===== src/rtl/iba_pkg.sv =====
// Shared types and constants for the indexed block allocator.
// Holds the directory entry layout, operation codes and status codes.
// No dependencies.
package iba_pkg;

  // Fixed field widths of the request and response items.
  localparam int ID_W    = 16;
  localparam int BLK_W   = 6;
  localparam int MAP_W   = 64;
  localparam int COUNT_W = 5;
  localparam int NB_W    = 7;

  // Block count register after reset.
  localparam logic [NB_W-1:0] NUM_BLOCKS_RESET = 7'd64;

  // Operation codes.
  localparam logic OP_CREATE = 1'b0;
  localparam logic OP_DELETE = 1'b1;

  // Status codes.
  localparam logic [2:0] ST_OK        = 3'd0;
  localparam logic [2:0] ST_ALLOCATED = 3'd1;
  localparam logic [2:0] ST_INVALID   = 3'd2;
  localparam logic [2:0] ST_NOT_FOUND = 3'd3;
  localparam logic [2:0] ST_FULL      = 3'd4;

  // One directory entry: file id and its index block.
  typedef struct packed {
    logic [ID_W-1:0]  id;
    logic [BLK_W-1:0] blk;
  } dir_entry_t;

endpackage


===== src/rtl/indexed_block_allocator.sv =====
// Indexed block allocator: free-block bit map plus a compact file directory in a RAM.
// A create's response is presented the cycle after it is accepted.
// A delete over a directory of n entries does one RAM read per entry while searching,
// then one overlapped read and write per later entry while compacting.
// One request is in work at a time; the response register frees the input side.
// Synchronous reset clears the bit map and entry count and sets the block count to 64.
module indexed_block_allocator #(
  parameter int MAX_DISK_BLOCKS = 64,
  parameter int DIRECTORY_DEPTH = 16
) (
  input  logic                           clk,
  input  logic                           rst,
  input  logic                           cfg_we,
  input  logic [iba_pkg::NB_W-1:0]       cfg_wdata,
  input  logic                           in_valid,
  output logic                           in_ready,
  input  logic                           op,
  input  logic [iba_pkg::ID_W-1:0]       file_id,
  input  logic [iba_pkg::BLK_W-1:0]      index_block,
  output logic                           out_valid,
  input  logic                           out_ready,
  output logic [2:0]                     status,
  output logic [iba_pkg::BLK_W-1:0]      block_touched,
  output logic [iba_pkg::COUNT_W-1:0]    entry_count,
  output logic [iba_pkg::MAP_W-1:0]      block_map
);

  localparam int MB      = MAX_DISK_BLOCKS;
  localparam int AW      = $clog2(DIRECTORY_DEPTH);
  localparam int CW      = $clog2(DIRECTORY_DEPTH + 1);
  localparam int MAP_W   = iba_pkg::MAP_W;
  localparam int COUNT_W = iba_pkg::COUNT_W;
  localparam int NB_W    = iba_pkg::NB_W;
  localparam logic [CW-1:0] DEPTH_C = CW'(DIRECTORY_DEPTH);
  localparam logic [NB_W-1:0] MB_C  = NB_W'(MAX_DISK_BLOCKS);
  localparam logic [MB-1:0] BIT0    = MB'(1);

  typedef enum logic [2:0] {
    S_IDLE   = 3'b001,
    S_SEARCH = 3'b010,
    S_SHIFT  = 3'b100
  } state_t;

  state_t                      state, state_next;
  logic [NB_W-1:0]             num_blocks;
  logic [MB-1:0]               alloc, alloc_next;
  logic [CW-1:0]               count, count_next;
  logic [CW-1:0]               ptr, ptr_next;
  logic                        cmp_vld, cmp_vld_next;
  logic [AW-1:0]               cmp_idx, cmp_idx_next;
  logic [iba_pkg::ID_W-1:0]    del_id;
  logic [iba_pkg::BLK_W-1:0]   found_blk, found_blk_next;
  logic                        out_valid_next;
  logic [2:0]                  status_next;
  logic [iba_pkg::BLK_W-1:0]   block_touched_next;
  logic [COUNT_W-1:0]          entry_count_next;
  logic [MAP_W-1:0]            block_map_next;
  logic [MAP_W-1:0]            map_wide;
  logic                        accept;
  logic                        blk_ok;
  logic                        rd_en;
  logic [AW-1:0]               rd_addr;
  iba_pkg::dir_entry_t         rd_entry;
  logic                        wr_en;
  logic [AW-1:0]               wr_addr;
  iba_pkg::dir_entry_t         wr_data;

  // Directory storage.
  iba_dir_ram #(
    .DEPTH (DIRECTORY_DEPTH),
    .AW    (AW)
  ) u_dir_ram (
    .clk     (clk),
    .rd_en   (rd_en),
    .rd_addr (rd_addr),
    .rd_data (rd_entry),
    .wr_en   (wr_en),
    .wr_addr (wr_addr),
    .wr_data (wr_data)
  );

  // A new item is taken only when idle and the response register is free or draining.
  assign in_ready = (state == S_IDLE) && (!out_valid || out_ready);
  assign accept   = in_valid && in_ready;
  assign map_wide = MAP_W'(alloc);
  assign blk_ok   = (NB_W'(index_block) < num_blocks) && (NB_W'(index_block) < MB_C);

  // Request sequencing: create in one step, delete as search then compaction.
  always_comb begin
    state_next         = state;
    alloc_next         = alloc;
    count_next         = count;
    ptr_next           = ptr;
    cmp_vld_next       = cmp_vld;
    cmp_idx_next       = cmp_idx;
    found_blk_next     = found_blk;
    out_valid_next     = out_valid && !out_ready;
    status_next        = status;
    block_touched_next = block_touched;
    entry_count_next   = entry_count;
    block_map_next     = block_map;
    rd_en              = 1'b0;
    rd_addr            = ptr[AW-1:0];
    wr_en              = 1'b0;
    wr_addr            = count[AW-1:0];
    wr_data.id         = file_id;
    wr_data.blk        = index_block;

    unique case (state)
      S_IDLE: begin
        if (accept) begin
          if (op == iba_pkg::OP_CREATE) begin
            block_touched_next = '0;
            priority if (!blk_ok) begin
              status_next = iba_pkg::ST_INVALID;
            end else if (map_wide[index_block]) begin
              status_next = iba_pkg::ST_ALLOCATED;
            end else if (count == DEPTH_C) begin
              status_next = iba_pkg::ST_FULL;
            end else begin
              status_next        = iba_pkg::ST_OK;
              alloc_next         = alloc | (BIT0 << index_block);
              count_next         = count + CW'(1);
              wr_en              = 1'b1;
              block_touched_next = index_block;
            end
            entry_count_next = COUNT_W'(count_next);
            block_map_next   = MAP_W'(alloc_next);
            out_valid_next   = 1'b1;
          end else if (count == '0) begin
            status_next        = iba_pkg::ST_NOT_FOUND;
            block_touched_next = '0;
            entry_count_next   = COUNT_W'(count);
            block_map_next     = map_wide;
            out_valid_next     = 1'b1;
          end else begin
            state_next   = S_SEARCH;
            ptr_next     = '0;
            cmp_vld_next = 1'b0;
          end
        end
      end

      S_SEARCH: begin
        // Read entry ptr while comparing the entry read in the cycle before.
        rd_en = (ptr < count);
        if (cmp_vld && (rd_entry.id == del_id)) begin
          found_blk_next = rd_entry.blk;
          alloc_next     = alloc & ~(BIT0 << rd_entry.blk);
          ptr_next       = CW'(cmp_idx) + CW'(1);
          cmp_vld_next   = 1'b0;
          state_next     = S_SHIFT;
        end else if (!cmp_vld && !rd_en) begin
          status_next        = iba_pkg::ST_NOT_FOUND;
          block_touched_next = '0;
          entry_count_next   = COUNT_W'(count);
          block_map_next     = map_wide;
          out_valid_next     = 1'b1;
          state_next         = S_IDLE;
        end else begin
          if (rd_en) begin
            ptr_next = ptr + CW'(1);
          end
          cmp_vld_next = rd_en;
          cmp_idx_next = ptr[AW-1:0];
        end
      end

      S_SHIFT: begin
        // Move each later entry down by one: read at ptr, write one place lower.
        rd_en = (ptr < count);
        if (cmp_vld) begin
          wr_en   = 1'b1;
          wr_addr = cmp_idx;
          wr_data = rd_entry;
        end
        if (!rd_en && !cmp_vld) begin
          count_next         = count - CW'(1);
          status_next        = iba_pkg::ST_OK;
          block_touched_next = found_blk;
          entry_count_next   = COUNT_W'(count_next);
          block_map_next     = map_wide;
          out_valid_next     = 1'b1;
          state_next         = S_IDLE;
        end else begin
          if (rd_en) begin
            ptr_next = ptr + CW'(1);
          end
          cmp_vld_next = rd_en;
          cmp_idx_next = AW'(ptr - CW'(1));
        end
      end

      default: begin
        state_next = S_IDLE;
      end
    endcase
  end

  // Control registers.
  always_ff @(posedge clk) begin
    if (rst) begin
      state      <= S_IDLE;
      num_blocks <= iba_pkg::NUM_BLOCKS_RESET;
      alloc      <= '0;
      count      <= '0;
      cmp_vld    <= 1'b0;
      out_valid  <= 1'b0;
    end else begin
      state     <= state_next;
      alloc     <= alloc_next;
      count     <= count_next;
      cmp_vld   <= cmp_vld_next;
      out_valid <= out_valid_next;
      if (cfg_we) begin
        num_blocks <= cfg_wdata;
      end
    end
  end

  // Datapath and response registers.
  always_ff @(posedge clk) begin
    ptr           <= ptr_next;
    cmp_idx       <= cmp_idx_next;
    found_blk     <= found_blk_next;
    status        <= status_next;
    block_touched <= block_touched_next;
    entry_count   <= entry_count_next;
    block_map     <= block_map_next;
    if (accept) begin
      del_id <= file_id;
    end
  end

  // The entry count never passes the directory depth.
  a_count_range: assert property (@(posedge clk) disable iff (rst)
    count <= DEPTH_C)
    else $error("entry count exceeds directory depth");

  // Every directory entry owns exactly one allocated block between requests.
  a_map_matches_count: assert property (@(posedge clk) disable iff (rst)
    (state == S_IDLE) |-> ($countones(alloc) == int'(count)))
    else $error("allocated block count differs from entry count");

  // Finishing a compaction removes exactly one entry.
  a_delete_decrements: assert property (@(posedge clk) disable iff (rst)
    (state == S_SHIFT && !rd_en && !cmp_vld) |=> (count == $past(count) - CW'(1)))
    else $error("delete did not remove one entry");

  // RAM writes stay below the entry count, or land at it for a create taken while idle.
  a_write_in_range: assert property (@(posedge clk) disable iff (rst)
    wr_en |-> (CW'(wr_addr) < count || (state == S_IDLE && CW'(wr_addr) == count)))
    else $error("directory write outside the live entries");

  // A response appears only after a create was taken or a delete finished.
  a_response_source: assert property (@(posedge clk) disable iff (rst)
    $rose(out_valid) |-> ($past(accept && op == iba_pkg::OP_CREATE)
                          || $past(state != S_IDLE) || $past(accept && count == '0)))
    else $error("response without a finished request");

endmodule


===== src/rtl/iba_dir_ram.sv =====
// Directory storage: one write port and one read port, registered read data.
// Depends on iba_pkg for the entry type.
module iba_dir_ram #(
  parameter int DEPTH = 16,
  parameter int AW    = $clog2(DEPTH)
) (
  input  logic                clk,
  input  logic                rd_en,
  input  logic [AW-1:0]       rd_addr,
  output iba_pkg::dir_entry_t rd_data,
  input  logic                wr_en,
  input  logic [AW-1:0]       wr_addr,
  input  iba_pkg::dir_entry_t wr_data
);

  iba_pkg::dir_entry_t mem [DEPTH];

  // Synchronous write.
  always_ff @(posedge clk) begin
    if (wr_en) begin
      mem[wr_addr] <= wr_data;
    end
  end

  // Synchronous read: the read data is registered.
  always_ff @(posedge clk) begin
    if (rd_en) begin
      rd_data <= mem[rd_addr];
    end
  end

endmodule


===== config.mk =====
export PLATFORM = sky130hd
export DESIGN_NAME = indexed_block_allocator
export DESIGN_NICKNAME = d
export VERILOG_FILES = /design/src/rtl/iba_pkg.sv /design/src/rtl/indexed_block_allocator.sv /design/src/rtl/iba_dir_ram.sv
export SDC_FILE = /design/constraint.sdc
export NUM_CORES = 1
export LEC_CHECK = 0
export BUFFER_PORTS_ARGS = -buffer_cell sky130_fd_sc_hd__buf_2
export CAP_MARGIN = 15
export CORE_UTILIZATION = 43
export DETAILED_ROUTE_END_ITERATION = 10
export MAX_ROUTING_LAYER = met4
export PLACE_DENSITY_LB_ADDON = 0.2
export SETUP_SLACK_MARGIN = 0.02
export SYNTH_ARGS = -nofsm -noshare
export SYNTH_HDL_FRONTEND = slang
export SYNTH_SLANG_ARGS = --single-unit

===== constraint.sdc =====
create_clock -name clk -period 8.7 [get_ports clk]
set_input_delay 1.74 -clock clk [delete_from_list [all_inputs] [get_ports clk]]
set_output_delay 1.74 -clock clk [all_outputs]
set_load 0.02 [all_outputs]

### After elaboration in Yosys (flattened, before gate mapping)

Memories as Yosys holds them, arrays and structs flattened. A register that Yosys moved wholly into a read port is not among the register bits.
Index checks and enable logic that the tools add are counted.
Widths: inputs -> output; s select.

| operators by class | value |
|---|---|
| shifts and indexed selects | 2 |
| $lt $le $gt $ge | 3 |
| bitwise logic cells | 3 |
| multiplexer cells | 91 |
| add/subtract/negate cells | 5 |
| eq/ne operators | 16 |
| reduce and logical (&&, ||, !) cells | 24 |

Operators with widths:

| kind | number |
|---|---|
| $mux 64 | 11 |
| $pmux 64 s3 | 1 |
| $pmux 64 s2 | 1 |
| $shl 1x6->64 const A | 2 |
| $mux 5 | 17 |
| $and 64x64->64 | 1 |
| $not 64->64 | 1 |
| $or 64x64->64 | 1 |
| $mux 6 | 9 |
| $mux 22 | 2 |
| $mux 3 | 14 |
| $pmux 5 s3 | 2 |
| $mux 1 | 20 |
| $mux 4 | 5 |
| $ne 2x2->1 const B | 10 |
| $reduce_and 4->1 | 5 |
| $pmux 3 s3 | 2 |
| $pmux 6 s3 | 1 |
| $eq 16x16->1 | 1 |
| $add 5x1->5 const B | 2 |
| $pmux 5 s2 | 1 |
| $pmux 4 s2 | 1 |
| $lt 6x7->1 | 1 |
| $lt 6x7->1 const B | 1 |
| other kinds (22) | 32 |

| word-level totals | value |
|---|---|
| memories kept | 1 |
| logic and storage cells | 159 |
| flip-flop bits (word level) | 190 |
| output and inout bits | 80 |
| input port bits | 35 |
| memory bits (writable) | 352 |

Memory list:

| memory | words | width | rd ports | clocked after Yosys merged registers in | wr ports | line | RTL |
|---|---|---|---|---|---|---|---|
| u_dir_ram.mem | 16 | 22 | 1 | 1 | 1 | iba_dir_ram.sv:16 | `iba_pkg::dir_entry_t mem [DEPTH];` |

### Logic depth before layout (Yosys ltp)

| logic depth | value |
|---|---|
| depth after elaboration | 9 |
| depth in mapped cells | 12 |
| depth with buffers taken out | 8 |

### Modules after synthesis

A second synthesis with hierarchy kept.

| unflattened totals | value |
|---|---|
| cells, all modules | 1389 |
| area total of the unflattened synthesis | 23107.2 um^2 |

By module, submodules not included:

| module | times used | cells each | sequential area each (um^2) | area each (um^2) |
|---|---|---|---|---|
| iba_dir_ram | 1 | 583 | 11230.8 | 14042.2 |
| indexed_block_allocator | 1 | 806 | 4894.7 | 9064.9 |

### Least setup slack after synthesis

No wires, ideal clock.

| timing path | value |
|---|---|
| kind | in2reg |
| start | in out_ready |
| end | reg block_map[0] (netlist name) (enable) |
| arrival | 7.206 ns |
| setup slack | 0.920 ns |
| data required time | 8.125 ns |
| path buffers | 0 |
| setup time | 0.575 ns |
| stages | 5 |
| path through | nand2b_1 > nand4_1 > inv_1 > a22oi_1 > o21ai_0 |

| on the way | value |
|---|---|
| cells in the longest elaborated chain, start to end | 5 |

Ends and longest elaborated chain:

| element | line | RTL |
|---|---|---|
| start, declared | indexed_block_allocator.sv:21 | `input logic out_ready,` |
| $logic_or 1x1->1 | indexed_block_allocator.sv:83 | `assign in_ready = (state == S_IDLE) && (!out_valid \|\| out_ready);` |
| $logic_and 1x1->1 | indexed_block_allocator.sv:83 |  |
| $logic_and 1x1->1 | indexed_block_allocator.sv:84 | `assign accept = in_valid && in_ready;` |
| net accept | indexed_block_allocator.sv:59 | `logic accept;` |
| $ne 2x2->1 (no source line) | -- |  |
| $reduce_and 4->1 (no source line) | -- |  |
| end signal, assigned | indexed_block_allocator.sv:229 | `block_map <= block_map_next;` |
| end, declared | indexed_block_allocator.sv:25 | `output logic [iba_pkg::MAP_W-1:0] block_map` |

The timed path passes the listed nets, and every way through them passes these cells.
A chain may end at the register's enable or synchronous reset.

### Final worst setup path

| timing path | value |
|---|---|
| start | in index_block[0] (netlist name) |
| end | mem u_dir_ram.mem[10][7] (netlist name) (enable) |

| on the way | value |
|---|---|
| cells in the longest elaborated chain, start to end | 9 |
| elaborated cells between the ends (all ways) | 10 |
| those cells by class | 1 x order compare; 9 x mux |

Ends and longest elaborated chain:

| element | line | RTL |
|---|---|---|
| start, declared | indexed_block_allocator.sv:19 | `input logic [iba_pkg::BLK_W-1:0] index_block,` |
| $bmux 1 s6 | indexed_block_allocator.sv:116 | `end else if (map_wide[index_block]) begin` |
| $mux 1 (implied by the code) | indexed_block_allocator.sv:116 |  |
| $mux 1 | indexed_block_allocator.sv:116 |  |
| $mux 1 * | indexed_block_allocator.sv:114 | `priority if (!blk_ok) begin` |
| $mux 1 * | indexed_block_allocator.sv:112 | `if (op == iba_pkg::OP_CREATE) begin` |
| $mux 1 * | indexed_block_allocator.sv:111 | `if (accept) begin` |
| $pmux 1 s2 * | indexed_block_allocator.sv:109 | `unique case (state)` |
| $mux 1 * | iba_dir_ram.sv:20 | `if (wr_en) begin` |
| $mux 1 (implied by the code) * | iba_dir_ram.sv:21 | `mem[wr_addr] <= wr_data;` |
| end, declared | iba_dir_ram.sv:16 |  |

Mark *: on every way between the ends. The rest lies on a longest branch, timed or not. The select of a mux whose other input is x is not followed.

==> impl_metrics.yaml <==
yosys:
  ys_types: 59
  synth_most_common_cell: "edfxtp_1"
  synthesis.area_um2: 23580
  synth_cells: 1659
  synth_area_per_cell_um2: 14.22
  synthAdderAreaFrac_pct: 0.7958
  ys_top_cells_by_area: "edfxtp_1 61%, dfxtp_1 6.9%, mux4_2 5.3%"
  async_reset_ff_share_pct: 0
  synth_area_leader_cell: "edfxtp_1"
  synthXorXnorAreaFrac_pct: 0.9656
  synth_common_cells: "483 x edfxtp_1, 131 x nand2_1, 112 x o21ai_0"
  synth-compound-area-share_pct: 9.884
  ys_ff_latch: 564
  synth_top_family_by_area: "multiplexers"
  synth_ff_type: "edfxtp_1"
  synth_simple_gate_area_share_pct: 7.714
  synth_top_area_share_pct: 61.50
  muxShareOfSynthArea_pct: 10.06
  yosys_warnings: 0
  synth_seq_area_share_pct: 68.37
  synth_fp_nets: 1709
  synth-edff-count: 483
cts:
  clkTransAtPathRegs_ps: 60
  ctsResizeCount: 0
  clkSinkCount: 564
  numCtsBuffers: 57
  cts_hold_buf: 0
  clockRootBuffer: "clkbuf_16"
  htree_num_levels: 2
  clockBufferDepth: 3
  cts_tree: "done"
  cts_setup_buffers: 0
  clock_latency_ps: 630
setup_path:
  crit_type: "input pin to flip-flop"
  cp.arrival_ps: 6400
  r2r_end: "u_dir_ram.mem[10][7]$_DFFE_PP_"
  start_kind: "input pin"
  rr_startpoint: "alloc[55]$_SDFFE_PP0P_"
  crit_required_ps: 8920
  worstPathMaxFanout: 29
  rr_worst_depth: 7
  end_kind: "flip-flop"
  rrSetupSlack_ps: 4050
floorplanning:
  core_area_um2: 54030
  chipHeight_um: 236.2
  die_area_um2: 55790
  die_w_um: 236.2
  io_pins: 115
  core.rowCount: 85
  start_util_pct: 43.65
pwr:
  p_comb_share_pct: 5.1
  ir_drop_uv: 184.1
  p_sw_share_pct: 22.05
  intPower_uw: 4543
  p_seq_share_pct: 51.4
  powerDensity_nw_per_um2: 216.6
  power.switching_uw: 1285
  pwr-share-clk_pct: 43.5
  cellLeakagePower_uw: 0.009800
routing:
  drt-total-wl_um: 60440
  first_pass_iters: 5
  viasPerCell: 5.899
  routedWlPerCell_um: 24.22
  vias: 14730
  first_iter_violations: 1219
  antenna_left: 0
  drc: 0
flow_run:
  drv_cap: 0
sta:
  tightest_slew_ps: 1078
  rsz0062_at_grt: "false"
  fin_setup_tns_ps: 0
  worst_hold_slack_ps: 499.6
  clock_skew_ps: 37.60
  drv_slew: 0
  finalHoldViolCount: 0
  fmax_mhz: 161.8
  final.setup.worst_slack_ps: 2520
  finalCritPeriodShare_pct: 71.03
  relSlewSlack_pct: 27.99
  setup_viol: 0
  fin_crit_ps: 6180
placed_design:
  preCtsSetupSlack_ps: 2003
  gp_congestion: 0.8736
  dpl_cell_area_um2: 24960
  hpwl_um: 37420
  place.port_buffers: 114
global_route:
  grt-ovfl-total: 0
  grt_pass1_vias: 14450
  grt.total_usage_pct: 22.21
  grt_max_degree: 138
  grt_pass1_wl_um: 91030
  antenna_found_initial: 0
min_path:
  hold_class: "flip-flop to flip-flop"
  whs_path_depth: 2
  min-delay-start: "alloc[19]$_SDFFE_PP0P_"
  hold-path-endpoint: "alloc[19]$_SDFFE_PP0P_"
cells_and_area:
  diodes: 0
  fin_area_um2: 26910
  fin_nets: 1803
  drive_gt1_share_pct: 18.33
  synthToLayoutAreaGrowth_pct: 14.10
  n_fill_cell: 4594
status:
  status: "complete, no violations"
==> per-stage QoR <==
step                utilization (%)  total power, µW  instances
finish                        49.81             5829       2496
global route                  49.81             5995       2496
CTS                           49.81             5869       2496
detailed placement            46.19             3351       2390
global placement              46.19             3346       2390
floorplan                         -             3238       1659
==> worst max path at each step <==
stage                        start                               to  slack (ps)  cells past startpoint
floorplan                out_ready           block_map[0]$_DFFE_PP_         920                      5
global placement    index_block[0]  u_dir_ram.mem[10][10]$_DFFE_PP_        2040                      8
detailed placement  index_block[0]  u_dir_ram.mem[10][10]$_DFFE_PP_        2000                      8
CTS                 index_block[0]   u_dir_ram.mem[10][7]$_DFFE_PP_        2630                      8
global route        index_block[0]   u_dir_ram.mem[10][7]$_DFFE_PP_        2310                      8
finish              index_block[0]   u_dir_ram.mem[10][7]$_DFFE_PP_        2520                      8
==> final cells by class <==
type | instances | area (µm²) | share of cell area (%)
Clock buffer | 67 | 1516 | 5.636
Sequential cell | 564 | 16130 | 59.93
Timing Repair Buffer | 141 | 785.8 | 2.920
Multi-Input combinational cell | 968 | 7094 | 26.36
Inverter | 21 | 78.83 | 0.2929
Clock inverter | 39 | 436.7 | 1.623
Tap cell | 696 | 870.8 | 3.236
==> per-layer routing <==
metal	wire length, µm	vias to the layer above	global-route usage (%)
met5	0	-	-
li1	-	6591	-
met3	3718	117	3.534
met2	28710	543	34.84
met1	26490	7474	29.97
met4	1519	0	6.375
==> worst max-delay path, cell delays in order <==
cell and delay (ps):
buf_2 620, mux4_2 610, mux4_2 470, nor3b_1 200, a31oi_1 180, a211oi_2 980, nand4_1 650, a21oi_4 890
==> sequential cells by signal (all words and copies together) (netlist names), 4 cells and up <==
| name | flops |
|---|---|
| found_blk | 6 |
| u_dir_ram.rd_data | 22 |
| count | 5 |
| del_id | 16 |
| alloc | 64 |
| ptr | 5 |
| u_dir_ram.mem | 352 |
| block_touched | 6 |
| cmp_idx | 4 |
| num_blocks | 7 |
| entry_count | 5 |
| block_map | 64 |
==> power groups by stage <==
stage | logic (µW) | registers (µW) | clock network, µW
5_1_grt | 317 | 3000 | 2680
3_5_place_dp | 297 | 3050 | 0
3_3_place_gp | 293 | 3050 | 0
4_1_cts | 298 | 3000 | 2570
6_report | 297 | 3000 | 2540
2_1_floorplan | 151 | 3090 | 0
==> kinds of logic after synthesis <==
family                   Yosys count
AND/OR/NAND/NOR                  385
XOR/XNOR                          26
AO/OA/AOI/OAI                    377
adder cells (fa/ha/maj)           15
flip-flops                       564
buffers and inverters            127
multiplexers                     165
==> cell usage in the layout, fill, tap and decap left out, types with 4 or more instances in the layout <==
| master | count |
|---|---|
| clkinv_1 | 13 |
| and3_1 | 7 |
| nor2_2 | 9 |
| clkinv_2 | 11 |
| inv_1 | 21 |
| a211o_1 | 4 |
| a21oi_4 | 9 |
| nor2_1 | 69 |
| nand2b_1 | 12 |
| nand4_1 | 18 |
| mux4_2 | 56 |
| clkinvlp_4 | 4 |
| nand3b_1 | 9 |
| edfxtp_1 | 483 |
| o22ai_1 | 5 |
| a31oi_1 | 9 |
| mux2_2 | 17 |
| buf_2 | 114 |
| clkbuf_1 | 7 |
| buf_4 | 26 |
| xor2_1 | 5 |
| xnor2_1 | 21 |
| nor3_1 | 13 |
| dfxtp_1 | 81 |
| bufinv_16 | 8 |
| nand3_1 | 82 |
| ha_1 | 15 |
| a22o_1 | 7 |
| a21oi_1 | 98 |
| a221oi_1 | 22 |
| nor4_1 | 5 |
| nand2_1 | 131 |
| a22oi_1 | 25 |
| nor2b_1 | 8 |
| mux2i_1 | 92 |
| o21ai_0 | 110 |
| clkbuf_16 | 59 |
| a21o_1 | 68 |
Note: power is estimated with default switching activity, not from simulation.
